## config.mk

```make
export PLATFORM = sky130hd
export DESIGN_NAME = clipped_line_rasterizer_core
export DESIGN_NICKNAME = d
export VERILOG_FILES = /design/src/design/clr_pkg.sv /design/src/design/clr_step_core.sv /design/src/design/clr_clip_addr.sv /design/src/design/clipped_line_rasterizer_core.sv
export SDC_FILE = /design/constraint.sdc
export NUM_CORES = 1
export LEC_CHECK = 0
export ABC_AREA = 1
export BUFFER_PORTS_ARGS = -buffer_cell sky130_fd_sc_hd__buf_2
export CAP_MARGIN = 30
export CORE_MARGIN = 1.5
export CORE_UTILIZATION = 30
export DETAILED_ROUTE_END_ITERATION = 10
export RECOVER_POWER = 25
export SLEW_MARGIN = 20
export SYNTH_ARGS = -nofsm -noshare
export SYNTH_HDL_FRONTEND = slang
export SYNTH_HIERARCHICAL = 1
export SYNTH_SLANG_ARGS = --single-unit
export TNS_END_PERCENT = 1
```

## constraint.sdc

```tcl
create_clock -name aclk -period 7.4 [get_ports aclk]
set_clock_uncertainty 0.05 [all_clocks]
set_input_delay 0.74 -clock aclk [delete_from_list [all_inputs] [get_ports aclk]]
set_output_delay 0.74 -clock aclk [all_outputs]
set_load 0.05 [all_outputs]
```

## src/design/clr_pkg.sv

```systemverilog
// clr_pkg: shared constants, register indexes and types of the clipped line rasterizer.
// Used by clr_step_core, clr_clip_addr and clipped_line_rasterizer_core.
`timescale 1ns / 1ps

package clr_pkg;

    // Coordinate width default (signed pixel coordinates)
    localparam int COORD_BITS_DEF = 13;

    // Fixed field widths
    localparam int SCREEN_BITS    = 12;
    localparam int ADDR_BITS      = 24;
    localparam int COLOR_BITS     = 32;
    localparam int CFG_INDEX_BITS = 1;

    // Screen size after reset
    localparam logic [SCREEN_BITS-1:0] FB_WIDTH_RESET  = 12'd320;
    localparam logic [SCREEN_BITS-1:0] FB_HEIGHT_RESET = 12'd200;

    // Configuration register indexes
    localparam logic [CFG_INDEX_BITS-1:0] REG_FB_WIDTH  = 1'd0;
    localparam logic [CFG_INDEX_BITS-1:0] REG_FB_HEIGHT = 1'd1;

    // Item kinds
    localparam logic KIND_START = 1'b0;
    localparam logic KIND_STEP  = 1'b1;

    // Per-pixel status that travels with a result
    typedef struct packed {
        logic last;   // endpoint of the line
        logic idle;   // step arrived with no line active
    } pix_flags_t;

endpackage

```

## src/design/clr_step_core.sv

```systemverilog
// clr_step_core: Bresenham line state and the per-transaction update (start or step).
// Depends on clr_pkg.
`timescale 1ns / 1ps

module clr_step_core
    import clr_pkg::*;
#(
    parameter int COORD_BITS = COORD_BITS_DEF
) (
    input  logic                         aclk,
    input  logic                         aresetn,
    input  logic                         item_accept,
    input  logic                         kind,
    input  logic signed [COORD_BITS-1:0] start_x,
    input  logic signed [COORD_BITS-1:0] start_y,
    input  logic signed [COORD_BITS-1:0] finish_x,
    input  logic signed [COORD_BITS-1:0] finish_y,
    input  logic [COLOR_BITS-1:0]        line_color,
    output logic signed [COORD_BITS-1:0] cur_x,
    output logic signed [COORD_BITS-1:0] cur_y,
    output logic [COLOR_BITS-1:0]        cur_color,
    output pix_flags_t                   cur_flags
);

    localparam int DELTA_BITS = COORD_BITS + 1;
    localparam int ERR_BITS   = COORD_BITS + 3;

    // Line state; current position doubles as the payload of the first stage
    logic signed [COORD_BITS-1:0] cur_x_reg, cur_y_reg, tgt_x_reg, tgt_y_reg;
    logic [DELTA_BITS-1:0]        dx_reg, dy_reg;
    logic                         neg_x_reg, neg_y_reg;
    logic signed [ERR_BITS-1:0]   err_reg;
    logic [COLOR_BITS-1:0]        color_reg;
    logic                         active_reg;
    pix_flags_t                   flags_reg;

    // Start path
    logic signed [COORD_BITS:0]   diff_x, diff_y;
    logic [DELTA_BITS-1:0]        dx_start, dy_start;
    logic signed [ERR_BITS-1:0]   err_start;

    // Step path
    logic signed [ERR_BITS-1:0]   neg_dx, pos_dy, pos_dx;
    logic                         move_x, move_y;
    logic signed [ERR_BITS-1:0]   err_step;
    logic signed [COORD_BITS-1:0] x_step, y_step;

    // Selected next state
    logic signed [COORD_BITS-1:0] x_next, y_next, tx_next, ty_next;
    logic                         done;

    // Deltas, directions and initial error of a new line
    always_comb begin
        diff_x   = $signed({finish_x[COORD_BITS-1], finish_x})
                 - $signed({start_x[COORD_BITS-1], start_x});
        diff_y   = $signed({finish_y[COORD_BITS-1], finish_y})
                 - $signed({start_y[COORD_BITS-1], start_y});
        dx_start = diff_x[COORD_BITS] ? $unsigned(-diff_x) : $unsigned(diff_x);
        dy_start = diff_y[COORD_BITS] ? $unsigned(-diff_y) : $unsigned(diff_y);
        // half of dx, or half of -dy, truncated toward zero
        if (dx_start > dy_start) begin
            err_start = $signed(ERR_BITS'(dx_start >> 1));
        end else begin
            err_start = -$signed(ERR_BITS'(dy_start >> 1));
        end
    end

    // One Bresenham step
    always_comb begin
        pos_dx   = $signed(ERR_BITS'(dx_reg));
        pos_dy   = $signed(ERR_BITS'(dy_reg));
        neg_dx   = -pos_dx;
        move_x   = err_reg > neg_dx;
        move_y   = err_reg < pos_dy;
        err_step = err_reg - (move_x ? pos_dy : '0) + (move_y ? pos_dx : '0);
        // +1 or -1 built from the direction bit
        x_step   = move_x ? cur_x_reg + $signed({{(COORD_BITS-1){neg_x_reg}}, 1'b1})
                          : cur_x_reg;
        y_step   = move_y ? cur_y_reg + $signed({{(COORD_BITS-1){neg_y_reg}}, 1'b1})
                          : cur_y_reg;
    end

    // Endpoint detection on the new position
    always_comb begin
        if (kind == KIND_START) begin
            x_next  = start_x;
            y_next  = start_y;
            tx_next = finish_x;
            ty_next = finish_y;
        end else begin
            x_next  = x_step;
            y_next  = y_step;
            tx_next = tgt_x_reg;
            ty_next = tgt_y_reg;
        end
        done = (x_next == tx_next) && (y_next == ty_next);
    end

    // Control state
    always_ff @(posedge aclk) begin
        if (!aresetn) begin
            active_reg <= 1'b0;
            flags_reg  <= '0;
        end else if (item_accept) begin
            if (kind == KIND_START || active_reg) begin
                active_reg <= !done;
                flags_reg  <= '{last: done, idle: 1'b0};
            end else begin
                flags_reg  <= '{last: 1'b0, idle: 1'b1};
            end
        end
    end

    // Line datapath
    always_ff @(posedge aclk) begin
        if (item_accept) begin
            if (kind == KIND_START) begin
                cur_x_reg <= start_x;
                cur_y_reg <= start_y;
                tgt_x_reg <= finish_x;
                tgt_y_reg <= finish_y;
                color_reg <= line_color;
                dx_reg    <= dx_start;
                dy_reg    <= dy_start;
                neg_x_reg <= !(start_x < finish_x);
                neg_y_reg <= !(start_y < finish_y);
                err_reg   <= err_start;
            end else if (active_reg) begin
                cur_x_reg <= x_step;
                cur_y_reg <= y_step;
                err_reg   <= err_step;
            end
        end
    end

    assign cur_x     = cur_x_reg;
    assign cur_y     = cur_y_reg;
    assign cur_color = color_reg;
    assign cur_flags = flags_reg;

endmodule

```

## src/design/clr_clip_addr.sv

```systemverilog
// clr_clip_addr: screen clipping and linear address y*width+x of one pixel.
// Depends on clr_pkg.
`timescale 1ns / 1ps

module clr_clip_addr
    import clr_pkg::*;
#(
    parameter int COORD_BITS = COORD_BITS_DEF
) (
    input  logic signed [COORD_BITS-1:0] pix_x,
    input  logic signed [COORD_BITS-1:0] pix_y,
    input  logic [SCREEN_BITS-1:0]       width_lim,
    input  logic [SCREEN_BITS-1:0]       height_lim,
    output logic                         on_screen,
    output logic [ADDR_BITS-1:0]         address
);

    localparam int MAG_BITS = COORD_BITS - 1;
    localparam int CMP_BITS = (MAG_BITS > SCREEN_BITS) ? MAG_BITS : SCREEN_BITS;
    localparam int PROD_BITS = MAG_BITS + SCREEN_BITS;
    localparam int SUM_BITS = (PROD_BITS + 1 > ADDR_BITS) ? PROD_BITS + 1 : ADDR_BITS;

    logic [MAG_BITS-1:0]  x_mag, y_mag;
    logic [PROD_BITS-1:0] row_base;
    logic [SUM_BITS-1:0]  lin_addr;

    // Clip against the screen rectangle
    always_comb begin
        x_mag     = pix_x[MAG_BITS-1:0];
        y_mag     = pix_y[MAG_BITS-1:0];
        on_screen = !pix_x[COORD_BITS-1] && !pix_y[COORD_BITS-1]
                 && (CMP_BITS'(x_mag) < CMP_BITS'(width_lim))
                 && (CMP_BITS'(y_mag) < CMP_BITS'(height_lim));
    end

    // Row base plus column, kept to the address width
    always_comb begin
        row_base = PROD_BITS'(y_mag) * PROD_BITS'(width_lim);
        lin_addr = SUM_BITS'(row_base) + SUM_BITS'(x_mag);
        address  = on_screen ? lin_addr[ADDR_BITS-1:0] : '0;
    end

endmodule

```

## src/design/clipped_line_rasterizer_core.sv

```systemverilog
// Clipped line rasterizer: an accepted transaction is registered in the line state of
// clr_step_core, then in the result register that offers it on the m_ side; throughput
// one transaction per cycle while m_tready does not stall the result register.
// Reset (aresetn low, synchronous) drops any active line, empties both stages and sets
// the screen to 320 x 200.
// Depends on clr_pkg, clr_step_core and clr_clip_addr.
`timescale 1ns / 1ps

module clipped_line_rasterizer_core
    import clr_pkg::*;
#(
    parameter int COORD_BITS = COORD_BITS_DEF
) (
    input  logic                      aclk,
    input  logic                      aresetn,
    // s_tdata from bit 0: start_x, start_y, finish_x, finish_y, line_color, zero fill
    input  logic                      s_tvalid,
    output logic                      s_tready,
    input  logic [((4*COORD_BITS+COLOR_BITS+7)/8)*8-1:0] s_tdata,
    input  logic                      s_tuser,   // kind
    // m_tdata from bit 0: write_enable, pixel_x, pixel_y, pixel_address, pixel_color,
    // zero fill
    output logic                      m_tvalid,
    input  logic                      m_tready,
    output logic [((1+2*COORD_BITS+ADDR_BITS+COLOR_BITS+7)/8)*8-1:0] m_tdata,
    output logic                      m_tuser,   // idle
    output logic                      m_tlast,
    // register writes
    input  logic                      cfg_wr_en,
    input  logic [CFG_INDEX_BITS-1:0] cfg_index,
    input  logic [SCREEN_BITS-1:0]    cfg_wr_data
);

    localparam int C = COORD_BITS;
    localparam int IN_DATA_BITS  = ((4*C+COLOR_BITS+7)/8)*8;
    localparam int OUT_FIELD_BITS = 1 + 2*C + ADDR_BITS + COLOR_BITS;
    localparam int OUT_DATA_BITS = ((OUT_FIELD_BITS+7)/8)*8;

    logic [SCREEN_BITS-1:0] fb_width_reg, fb_height_reg;

    logic                  s1_valid_reg, out_valid_reg;
    logic                  out_advance, item_accept;

    logic signed [C-1:0]   cur_x, cur_y;
    logic [COLOR_BITS-1:0] cur_color;
    pix_flags_t            cur_flags;
    logic                  on_screen;
    logic [ADDR_BITS-1:0]  address;

    logic                  out_we_reg;
    logic signed [C-1:0]   out_x_reg, out_y_reg;
    logic [ADDR_BITS-1:0]  out_addr_reg;
    logic [COLOR_BITS-1:0] out_color_reg;
    pix_flags_t            out_flags_reg;

    // Configuration registers
    always_ff @(posedge aclk) begin
        if (!aresetn) begin
            fb_width_reg  <= FB_WIDTH_RESET;
            fb_height_reg <= FB_HEIGHT_RESET;
        end else if (cfg_wr_en) begin
            unique case (cfg_index)
                REG_FB_WIDTH:  fb_width_reg  <= cfg_wr_data;
                REG_FB_HEIGHT: fb_height_reg <= cfg_wr_data;
                default: ;
            endcase
        end
    end

    // Pipeline flow control: the output register moves when empty or taken
    assign out_advance = !out_valid_reg || m_tready;
    assign s_tready    = !s1_valid_reg || out_advance;
    assign item_accept = s_tvalid && s_tready;

    // Line state and stepping (first stage)
    clr_step_core #(
        .COORD_BITS (COORD_BITS)
    ) u_step (
        .aclk        (aclk),
        .aresetn     (aresetn),
        .item_accept (item_accept),
        .kind        (s_tuser),
        .start_x     ($signed(s_tdata[C-1:0])),
        .start_y     ($signed(s_tdata[2*C-1:C])),
        .finish_x    ($signed(s_tdata[3*C-1:2*C])),
        .finish_y    ($signed(s_tdata[4*C-1:3*C])),
        .line_color  (s_tdata[4*C+COLOR_BITS-1:4*C]),
        .cur_x       (cur_x),
        .cur_y       (cur_y),
        .cur_color   (cur_color),
        .cur_flags   (cur_flags)
    );

    // Clipping and address (second stage)
    clr_clip_addr #(
        .COORD_BITS (COORD_BITS)
    ) u_clip (
        .pix_x      (cur_x),
        .pix_y      (cur_y),
        .width_lim  (fb_width_reg),
        .height_lim (fb_height_reg),
        .on_screen  (on_screen),
        .address    (address)
    );

    // Stage valid bits
    always_ff @(posedge aclk) begin
        if (!aresetn) begin
            s1_valid_reg  <= 1'b0;
            out_valid_reg <= 1'b0;
        end else begin
            if (item_accept) begin
                s1_valid_reg <= 1'b1;
            end else if (out_advance) begin
                s1_valid_reg <= 1'b0;
            end
            if (out_advance) begin
                out_valid_reg <= s1_valid_reg;
            end
        end
    end

    // Result register; an idle result carries zeros
    always_ff @(posedge aclk) begin
        if (out_advance && s1_valid_reg) begin
            out_flags_reg <= cur_flags;
            if (cur_flags.idle) begin
                out_we_reg    <= 1'b0;
                out_x_reg     <= '0;
                out_y_reg     <= '0;
                out_addr_reg  <= '0;
                out_color_reg <= '0;
            end else begin
                out_we_reg    <= on_screen;
                out_x_reg     <= cur_x;
                out_y_reg     <= cur_y;
                out_addr_reg  <= address;
                out_color_reg <= cur_color;
            end
        end
    end

    assign m_tvalid = out_valid_reg;
    assign m_tdata  = OUT_DATA_BITS'({out_color_reg, out_addr_reg, out_y_reg, out_x_reg,
                                      out_we_reg});
    assign m_tuser  = out_flags_reg.idle;
    assign m_tlast  = out_flags_reg.last;

    // Zero fill bits of s_tdata are ignored
    logic unused_in_fill;
    assign unused_in_fill = ^s_tdata[IN_DATA_BITS-1:4*C+COLOR_BITS];

endmodule
```

==> flow_metrics.env <==
export IMPL_clkLatencyLatePin_ns=0.59
export IMPL_final_setup_tns_ns=0
export IMPL_gp_congestion=0.869
export IMPL_cts_max_path_buffers=3
export IMPL_grt_max_degree=73
export IMPL_cp_start_kind="flop"
export IMPL_areaGrowthSynthToFinish_pct=12.9
export IMPL_clkSlewWorstSetupHoldPaths_ns=0.06
export IMPL_portBuffers=189
export IMPL_grt_ovfl_total=0
export IMPL_cts_tree="yes"
export IMPL_r2r_setup_slack_ns=0.90
export IMPL_antenna_found_initial=5
export IMPL_h_tree_depth=1
export IMPL_ys_flop_type="edfxtp_1"
export IMPL_power_total_mw=8.12
export IMPL_clkSinkCount=244
export IMPL_maxCapViolCount=3
export IMPL_via_per_inst=4.50
export IMPL_finalCriticalPeriod_ns=6.50
export IMPL_max_slew_margin_pct=-127
export IMPL_use_met2_pct=26.9
export IMPL_pin_count=199
export IMPL_critical_path_required_ns=7.69
export IMPL_cts_made_buffers=31
export IMPL_grt_pass1_vias=18200
export IMPL_final_hold_violation_count=0
export IMPL_crit_path_frequent_cell="a21oi_1"
export IMPL_cp_max_fo=12
export IMPL_r2r_start="u_step/dx_reg[2]$_DFFE_PP_"
export IMPL_synth_distinct_cells=59
export IMPL_synth_avg_cell_area_um2=7.75
export IMPL_leakagePower_nw=13.4
export IMPL_drt_iter0_markers=1310
export IMPL_drv_slew=119
export IMPL_core_area_um2=74800
export IMPL_diodes=0
export IMPL_grt_pass1_wl_um=98500
export IMPL_grt_util_met3_pct=1.97
export IMPL_start_util_pct=30.4
export IMPL_worstMarginPinSlew_ns=3.40
export IMPL_startpoint="u_step/dx_reg[2]$_DFFE_PP_"
export IMPL_drt_pass1_iterations=5
export IMPL_hpwl_um=48700
export IMPL_nets=3551
export IMPL_hold_class="input pin to flop"
export IMPL_syn_area_um2=22800
export IMPL_rsz0062_at_grt="false"
export IMPL_chipWidth_um=278
export IMPL_violations="capacitance limit, slew limit"
export IMPL_slowest_delay_ns=0.45
export IMPL_die_area_um2=77500
export IMPL_vias=18500
export IMPL_finalSetupViolations=0
export IMPL_rows=100
export IMPL_timing_rr_end="u_step/err_reg[11]$_DFFE_PP_"
export IMPL_power_density_nw_per_um2=316
export IMPL_hold_slack_ns=0.272
export IMPL_synth_top_area_share_pct=28.4
export IMPL_fin_crit_sh_pct=87.9
export IMPL_yosysSeqAreaShare_pct=30.9
export IMPL_fmax_mhz=154
export IMPL_gr_usage_all_layers_pct=16.0
export IMPL_ys_ff_latch=244
export IMPL_yosys_warnings=6
export IMPL_drive_gt1_share_pct=11.6
export IMPL_crit_type="flop to flop"
export IMPL_ir_drop_uv=210
export IMPL_critPathSlowestCell="edfxtp_1"
export IMPL_detail_route_antenna_nets=0
export IMPL_synth_area_top_cells="edfxtp_1 28%, nand2_1 12%, fa_1 11%, inv_1 11%, ha_1 11%"
export IMPL_cp_endpoint="u_step/err_reg[11]$_DFFE_PP_"
export IMPL_cts_root_buf="clkbuf_16"
export IMPL_r2r_cells=29
export IMPL_drc=0
export IMPL_synthArstFlopShare_pct=0
export IMPL_wirelength_um=61900
export IMPL_synth_edff_count=215
export IMPL_routedWlPerCell_um=15.1
export IMPL_final_fill_count=7924
export IMPL_synth_top_cell_by_area="edfxtp_1"
export IMPL_floorplan_die_height_um=278
export IMPL_crit_arrival_ns=6.79
export IMPL_hold_path_cell_count=1
export IMPL_status="finished, violations left"
export IMPL_critPathCaptureType="flop"
export IMPL_synth_cells=2939
export IMPL_grt_busiest_layer="met2"
export IMPL_grtUsageMet1_pct=21.8
[through the flow]
stage,std cells,utilization [%],worst slack [ns],area (um^2)
final,4104,34.4,0.898,25700
after global routing,4104,34.4,0.125,25700
after CTS,4104,34.4,0.499,25700
after detailed placement,4046,33.1,0.574,24700
after global placement,4045,33.0,0.639,24700
after floorplan,2943,-,1.68,22800
[metal layers]
metal / wire length (um) / part of all wire [%]
met1: 29100 / 47
met5: 35 / 0.057
met3: 2850 / 4.6
met4: 1180 / 1.9
met2: 28700 / 46
[timing repair]
| item | 4_1_cts | 5_1_grt |
|---|---|---|
| hold buffers | 0 | 0 |
| buffers inserted | 0 | 0 |
| resized for setup | 0 | 3 |
| endpoints found under the setup margin | 0 | 5 |
[cell families after synthesis]
kind of cell,count (synthesis),synth area share (%)
flip-flops,244,30.9
other,1,0.0165
adder cells (fa/ha/maj),334,22.6
AO/OA/AOI/OAI,242,5.90
buffers and inverters,772,13.2
AND/OR/NAND/NOR,1271,24.2
XOR/XNOR,75,3.17
[placed cells by master, fill, tap and decap left out, types with 31 or more instances in the layout]
cell / count
edfxtp_1: 215
buf_2: 186
xnor2_1: 32
a21oi_1: 110
inv_1: 687
nand3_1: 163
nor2_1: 249
clkbuf_16: 31
xor2_1: 36
nand2_1: 710
fa_1: 129
o21ai_0: 76
ha_1: 205
or2_2: 33
[worst max-delay path, delay by kind of cell (launching register included)]
kind	cells	cell delay (ns)
xor gates and xnor gates	1	0.17
AOI/OAI and AO/OA	13	2.15
buffers and inverters	2	0.20
and+or+nand+nor	10	2.23
adders and majority gates	3	1.00
DFF	1	0.45
[cells in the mapped netlist (all sizes together), types with 2 or more instances]
| cell | count |
|---|---|
| and2 | 3 |
| nand2 | 733 |
| nor2 | 269 |
| o21ai | 89 |
| nand3 | 169 |
| edfxtp | 215 |
| a21boi | 2 |
| nor3 | 21 |
| inv | 698 |
| o21a | 2 |
| a21oi | 112 |
| xor2 | 41 |
| ha | 205 |
| or2 | 33 |
| nand3b | 9 |
| buf | 29 |
| a31oi | 4 |
| o21bai | 8 |
| xnor2 | 34 |
| nor4 | 3 |
| dfxtp | 29 |
| a21o | 10 |
| o211ai | 9 |
| clkbuf | 45 |
| nand4 | 30 |
| fa | 129 |
[worst min-delay path by stage]
stage,startpoint,slack [ns],end
floorplan,u_step/cur_flags[1]$_SDFFE_PN0P_,0.36,m_tlast$_DFFE_PP_
global placement,u_step/cur_flags[1]$_SDFFE_PN0P_,0.37,m_tlast$_DFFE_PP_
detailed placement,u_step/cur_flags[1]$_SDFFE_PN0P_,0.39,m_tlast$_DFFE_PP_
CTS,s_tdata[67],0.24,u_step/cur_color[15]$_DFFE_PP_
global route,s_tdata[77],0.24,u_step/cur_color[25]$_DFFE_PP_
finish,s_tdata[80],0.27,u_step/cur_color[28]$_DFFE_PP_
[final cells by class]
class	count	area, um^2	area share [%]
Sequential cell	244	7040	27.4
Timing Repair Buffer	208	1070	4.18
Clock inverter	15	128	0.496
Tap cell	969	1210	4.72
Inverter	698	2620	10.2
Clock buffer	43	881	3.43
Multi-Input combinational cell	1927	12800	49.6
[where the power goes]
part / internal, mW / total (mW) / leakage, nW / switching [mW]
registers: 1.71 / 1.88 / 2.28 / 0.165
logic: 1.70 / 4.75 / 10.7 / 3.05
clock network: 0.867 / 1.49 / 0.496 / 0.627
Note: power is estimated with default switching activity, not from simulation.
